**config.mk**
```make
export PLATFORM = sky130hd
export DESIGN_NAME = gpit_gcd
export DESIGN_NICKNAME = d
export VERILOG_FILES = /design/src/rtl/gpit_pkg.sv /design/src/rtl/gpit_gcd.sv
export SDC_FILE = /design/constraint.sdc
export NUM_CORES = 1
export LEC_CHECK = 0
export ABC_AREA = 1
export BUFFER_PORTS_ARGS = -buffer_cell sky130_fd_sc_hd__clkbuf_2
export CORE_MARGIN = 2
export CORE_UTILIZATION = 50
export DETAILED_ROUTE_END_ITERATION = 12
export GPL_ROUTABILITY_DRIVEN = 1
export PLACE_DENSITY = 0.72
export SYNTH_ARGS = -nofsm -noshare
export SYNTH_HDL_FRONTEND = slang
export SYNTH_SLANG_ARGS = --single-unit
```
**constraint.sdc**
```tcl
create_clock -name clock -period 8.7 [get_ports clock]
set_clock_uncertainty 0.2 [all_clocks]
set_input_delay 0 -clock clock [delete_from_list [all_inputs] [get_ports clock]]
set_output_delay 0 -clock clock [all_outputs]
set_load 0.02 [all_outputs]
```
**src/rtl/gpit_pkg.sv**
```systemverilog
// Shared types, constants and helpers for the GF(2) irreducibility tester.
// No dependencies.
package gpit_pkg;

   localparam int PolyW = 64;
   localparam int DegW  = 6;

   typedef logic [PolyW-1:0] poly_type;
   typedef logic [DegW-1:0]  deg_type;

   typedef enum logic [2:0] {
      ST_IDLE,
      ST_SQR_GO,
      ST_SQR_WAIT,
      ST_GCD_GO,
      ST_GCD_WAIT,
      ST_DONE
   } gpit_state_type;

   typedef struct packed {
      logic done;
      logic coprime;
   } gcd_stat_type;

   // v * x mod p, deg v < d = deg p
   function automatic poly_type times_x(poly_type v, poly_type p, deg_type d);
      poly_type t;
      t = {v[PolyW-2:0], 1'b0};
      if (t[d]) begin
         t = t ^ p;
      end
      return t;
   endfunction

endpackage

```
**src/rtl/gpit_gcd.sv**
```systemverilog
// Binary GCD over GF(2)[x] with degree tracking counters, one step per cycle.
// Reports whether the two operands are coprime. Depends on gpit_pkg.
module gpit_gcd (
   input  logic               clock,
   input  logic               reset,
   input  logic               start,
   input  gpit_pkg::poly_type a,
   input  gpit_pkg::poly_type b,
   input  gpit_pkg::deg_type  d,
   output gpit_pkg::gcd_stat_type stat
);
   import gpit_pkg::*;

   poly_type a_ff, a_in;
   poly_type b_ff, b_in;
   deg_type  da_ff, da_in;
   deg_type  db_ff, db_in;
   logic     busy_ff, busy_in;
   gcd_stat_type stat_ff, stat_in;

   always_comb begin
      a_in    = a_ff;
      b_in    = b_ff;
      da_in   = da_ff;
      db_in   = db_ff;
      busy_in = busy_ff;
      stat_in = '{done: 1'b0, coprime: stat_ff.coprime};
      if (start) begin
         a_in    = a;
         b_in    = b;
         da_in   = d;
         db_in   = d;
         busy_in = 1'b1;
      end else if (busy_ff) begin
         // da/db are upper bounds on the degrees, tightened one step at a time
         priority if (a_ff == '0) begin
            busy_in = 1'b0;
            stat_in = '{done: 1'b1, coprime: (b_ff == poly_type'(1))};
         end else if (b_ff == '0) begin
            busy_in = 1'b0;
            stat_in = '{done: 1'b1, coprime: (a_ff == poly_type'(1))};
         end else if (!a_ff[0] && !b_ff[0]) begin
            busy_in = 1'b0;
            stat_in = '{done: 1'b1, coprime: 1'b0};
         end else if (!a_ff[0]) begin
            a_in  = {1'b0, a_ff[PolyW-1:1]};
            da_in = da_ff - deg_type'(1);
         end else if (!b_ff[0]) begin
            b_in  = {1'b0, b_ff[PolyW-1:1]};
            db_in = db_ff - deg_type'(1);
         end else if (!a_ff[da_ff]) begin
            da_in = da_ff - deg_type'(1);
         end else if (!b_ff[db_ff]) begin
            db_in = db_ff - deg_type'(1);
         end else if (da_ff >= db_ff) begin
            a_in = a_ff ^ b_ff;
         end else begin
            b_in = b_ff ^ a_ff;
         end
      end
   end

   always_ff @(posedge clock) begin
      a_ff  <= a_in;
      b_ff  <= b_in;
      da_ff <= da_in;
      db_ff <= db_in;
      if (reset) begin
         busy_ff <= 1'b0;
         stat_ff <= '0;
      end else begin
         busy_ff <= busy_in;
         stat_ff <= stat_in;
      end
   end

   assign stat = stat_ff;

endmodule

```
After elaboration in Yosys (flattened, before gate mapping)
Cells that the tools add are included.

operators by class
  add/subtract/negate cells = 2
  magnitude comparators = 3
  eq/ne operators = 14
  mux-type cells = 49
  bitwise operators = 3
  reductions and logical operators = 16

operators with widths
  cell                                                        number
  2-to-1 mux 64 bit                                           20
  == test 64 x 1 -> 1 bit, second input constant              2
  logical NOT 64 bit                                          2
  2-to-1 mux 6 bit                                            17
  XOR 64 bit                                                  1
  != test 3 x 2 -> 1 bit, second input constant               6
  AND reduction 8 bit                                         2
  less-than comparator 6 x 7 -> 1 bit, second input constant  2
  binary-select mux 1 bit (select 6 bit)                      2
  subtractor 6 x 1 -> 6 bit, second input constant            2
  != test 3 bit, second input constant                        3
  2-to-1 mux 1 bit                                            7
  AND reduction 7 bit                                         1
  >= comparator 6 bit                                         1
  2-to-1 mux 2 bit                                            3
  != test 2 bit, second input constant                        3
  AND reduction 6 bit                                         1
  AND reduction 5 bit                                         1
  AND reduction 4 bit                                         1
  nonzero test 2 bit                                          2
  AND reduction 3 bit                                         1
  nonzero test 3 bit                                          1
  OR reduction 3 bit                                          1
  logical NOT 1 bit                                           2
  2 further kinds                                             3

word-level totals
  register bits after elaboration = 143
  bits of input ports = 137
  output and inout bits = 2
  logic and storage cells = 96

Longest topological paths before layout
  depth after elaboration = 11
  gate-level depth with buffers = 17
  gate-level depth less buffers = 15

Worst setup path before layout
No wires, ideal clock.

  path type = reg-to-reg
  from = register b_ff[0]
  to = register b_ff[10] (enable)
  setup time = 561 ps
  data arrival time = 6042 ps
  required time = 7939 ps
  path slack = 1897 ps
  stages on the path, launching flop included = 10
  buffers on the path = 3
  period minus slack after synthesis = 6803 ps
  path through = edfxtp_1 > clkbuf_1 > inv_1 > clkbuf_1 > clkbuf_1 > ha_1 > nand3b_1 > nand2_1 > nand2_1 > nor3_1

on the way
  word-level cells in the longest chain between the ends = 4
  elaborated cells between the ends (all ways) = 11
  those cells by class = eq/ne: 5; mux: 2; reduce/logical: 4

RTL lines
  what                                                                                RTL line                        RTL
  start, declared                                                                     gpit_gcd.sv:15                  poly_type b_ff, b_in;
  start signal, assigned                                                              gpit_gcd.sv:65                  b_ff <= b_in;
  binary-select mux 1 bit (select 6 bit) / logical NOT 1 bit (equally long branches)  n/a
  2-to-1 mux 1 bit (not written as such) / logical AND 1 bit (equally long branches)  gpit_gcd.sv:53, gpit_gcd.sv:42
  != test 3 x 2 -> 1 bit (no line) / != test 2 bit (equally long branches)            n/a
  AND reduction 8 bit (no line) (*)                                                   n/a

Every way passes the cells marked *; elsewhere a longest branch is shown, timed or not. The select of a mux whose other input is x is not followed.
A chain may end at the register's enable or synchronous reset.

Final worst setup path
  from = register da_ff[0]
  to = register a_ff[33] (enable)

on the way
  word-level cells in the longest chain between the ends = 4
  elaborated cells between the ends (all ways) = 6
  those cells by class = order compare: 1; eq/ne: 2; mux: 2; reduce/logical: 1

RTL lines
  what                                    RTL line        RTL
  start, declared                         gpit_gcd.sv:16  deg_type da_ff, da_in;
  start signal, assigned                  gpit_gcd.sv:66  da_ff <= da_in;
  binary-select mux 1 bit (select 6 bit)  gpit_gcd.sv:51  end else if (!a_ff[da_ff]) begin
  2-to-1 mux 1 bit (not written as such)  gpit_gcd.sv:51
  != test 3 x 2 -> 1 bit (no line)        n/a
  AND reduction 8 bit (no line) (*)       n/a
  end signal, assigned                    gpit_gcd.sv:64  a_ff <= a_in;
  end, declared                           gpit_gcd.sv:14  poly_type a_ff, a_in;

Marks and branches as above.

==> impl_metrics.ini <==
[die]
rows = 52
die_w_um = 148
core_um2 = 20300
die_h_um = 148
initial_core_util_pct = 51.2
dieArea_um2 = 22000
pin_count = 139

[critical_path]
r2r_slack_ns = 3.13
timing.rr.start = da_ff[0]
start_kind = flop
reg2reg_to = a_ff[33]
crit_fanout = 35
critPathArrivalTime_ns = 5.45
ff2ff_path_depth = 15
crit_start = da_ff[0]
crit_type = flop to flop
end_kind = flop
required_ns = 8.58
cp-endpoint = a_ff[33]

[routing]
postRouteAntennaNets = 0
dr.pass1.iters = 6
viasPerCell = 5.90
wire_per_inst_um = 18.7
route.vias.total = 11102
routed_wl_um = 35300
route.detailed.drc = 0
drt_iter0_markers = 1329

[global_routing]
grt_max_degree = 94
grt_usage_pct = 32.4
grt_pass1_wl_um = 56000
antenna_found_initial = 1
grt_pass1_vias = 10618
overflow = 0

[layout]
diodes = 0
final_common_cell = nand2_1
drive_above_1_share_pct = 14.2
nNetsFinal = 1746
utilization_pct = 64.0
area_delta_synth_final_pct = 24.9
layout_common_cells = 351 x nand2_1, 209 x nor2_1, 145 x a21oi_1
design_area_um2 = 13000

[clocking]
postCtsResizedCells = 0
cts_tree = yes
path_clk_slew_ns = 0.06
cts_max_level = 4
clk-insertion-delay-late_ns = 0.44
clockBufferDepth = 2
cts_buffers = 17
ctsRootBufferMaster = clkbuf_16
clock-sinks = 143

[timing]
grt_setup_unrepaired = no
finalHoldViolations = 0
final.min_clock_period_ns = 5.57
final-max-slew-violation-count = 0
setup_viol = 0
fmax_mhz = 179
layout_worst_path_cycle_share_pct = 64.1
fin_tns_setup_ns = 0
slew_headroom_pct = 10.1
worst-slew-pin-transition_ns = 1.34

[yosys]
yosys.area.top_type_share_pct = 40.4
yosys.area.top_type = edfxtp_1
synth_area_leaders = edfxtp_1 40%, nand2_1 13%, nor2_1 7.6%
post_synth.cell_area_avg_um2 = 7.49
synth_cells = 1388
ys_warn_count = 0
synth_area_um2 = 10400
synth_fp_nets = 1534
ys_ff_latch = 143
synth_cell_type_count = 33
seq_area_frac_synth_pct = 41.0

[min_path]
hold_class = input pin to flop

[pwr]
p_switching_mw = 1.14
pwr-share-seq_pct = 38.3
clock_power_share_pct = 25.9
p_per_area_nw_per_um2 = 219
internal_power_mw = 1.71
power.leakage_nw = 5.29
comb_power_share_pct = 35.8
finalPower_mw = 2.85
p_sw_share_pct = 39.9
irDropWorstVdd_uv = 180

[placement]
place_hpwl_um = 21500
placed_cell_area_um2 = 11100
io_buffer_count = 138
routabilityCongestion = 0.953

[outcome]
status = finished clean

[job]
maxCapViolations = 0
==> registers in the layout, indices dropped and copies added, names as in the netlist <==
name,flops
a_ff,64
b_ff,64
da_ff,6
db_ff,6
stat,2
busy_ff,1
==> worst max-delay path: stages, from the launching register on <==
cell and delay, ns:
edfxtp_1 0.37, buf_4 0.26, inv_4 0.30, nand2_1 0.10
nand2_1 0.07, nand2_1 0.05, nand2_1 0.07, nor2_1 0.04
nand2_1 0.05, nand3_1 0.08, nand3_1 0.12, nand2_2 0.10
nor2_4 0.75, nand2_1 0.89, a21oi_4 1.14, buf_4 0.55
==> cells in the mapped netlist <==
library cell and count:
inv_4 2, xor2_1 51, inv_2 7, nand2_2 3, nor3_1 7, nand2_1 351
inv_1 29, nor2_4 3, buf_6 12, and3_1 1, o21ai_1 33, a21oi_1 146
nand4_1 14, buf_1 3, nand3b_1 6, nor2_2 1, o21a_1 1, o21ai_2 16
ha_1 9, buf_2 26, xnor2_1 15, nand3_1 141, a22oi_1 62, nor4_1 8
clkbuf_1 46, edfxtp_1 140, or2_2 16, clkinv_1 1, o211ai_1 1, o21ai_0 16
buf_4 7, nor2_1 211, dfxtp_1 3
==> layout make-up <==
class | instances | area (um2)
clock buffers | 21 | 440
clock inverters | 9 | 119
fillers | 1854 | 7310
inverters | 39 | 151
multi-input cells | 1112 | 5510
flip-flops and latches | 143 | 4260
well taps | 270 | 338
repair buffers | 287 | 2170
==> per-layer routing <==
metal	vias to the layer above	GRT usage [%]	share of wire (%)
li1	5165	-	-
met1	5082	43.3	40
met2	728	51.5	46
met3	127	6.13	11
met4	0	14.3	3.8
met5	-	0	0
==> per-stage QoR <==
| step | cells | hold WS, ns | worst slack (ns) |
|---|---|---|---|
| after detailed placement | 1715 | -0.0100 | 3.24 |
| final | 1881 | 0.0161 | 3.13 |
| after global placement | 1715 | -0.0109 | 3.35 |
| after global routing | 1881 | 0.0480 | 2.90 |
| after CTS | 1880 | 0.00208 | 3.22 |
| after floorplan | 1388 | -0.128 | 1.90 |
==> cells by family (layout without fill, tap and decap cells) <==
| family | count (synthesis) | after routing | share of synthesized area [%] |
|---|---|---|---|
| AND/OR/NAND/NOR | 762 | 762 | 30.7 |
| buffers and inverters | 133 | 356 | 6.28 |
| AO/OA/AOI/OAI | 275 | 275 | 15.3 |
| XOR/XNOR | 66 | 66 | 5.56 |
| adder cells (fa/ha/maj) | 9 | 9 | 1.08 |
| flip-flops | 143 | 143 | 41.0 |
==> power by group through the flow <==
stage          Combinational, mW  Clock, mW  Sequential, mW
2_1_floorplan              0.757          0            1.03
3_3_place_gp               0.924          0            1.10
3_5_place_dp               0.940          0            1.10
4_1_cts                    0.993      0.733            1.09
5_1_grt                     1.13      0.759            1.10
6_report                    1.02      0.739            1.09
==> timing repair <==
| item | in CTS | in global routing |
|---|---|---|
| endpoints found under the hold margin | 143 | 0 |
| setup buffers | 0 | 0 |
| hold buffers | 135 | 0 |
==> how the worst min path moves through the flow <==
stage | cells past startpoint | startpoint | to
final | 3 | start | a_ff[63]
after CTS | 3 | start | b_ff[63]
after detailed placement | 2 | reset | busy_ff
after floorplan | 1 | reset | busy_ff
after global placement | 2 | reset | busy_ff
after global routing | 3 | start | b_ff[0]
Note: power is estimated with default switching activity, not from simulation.
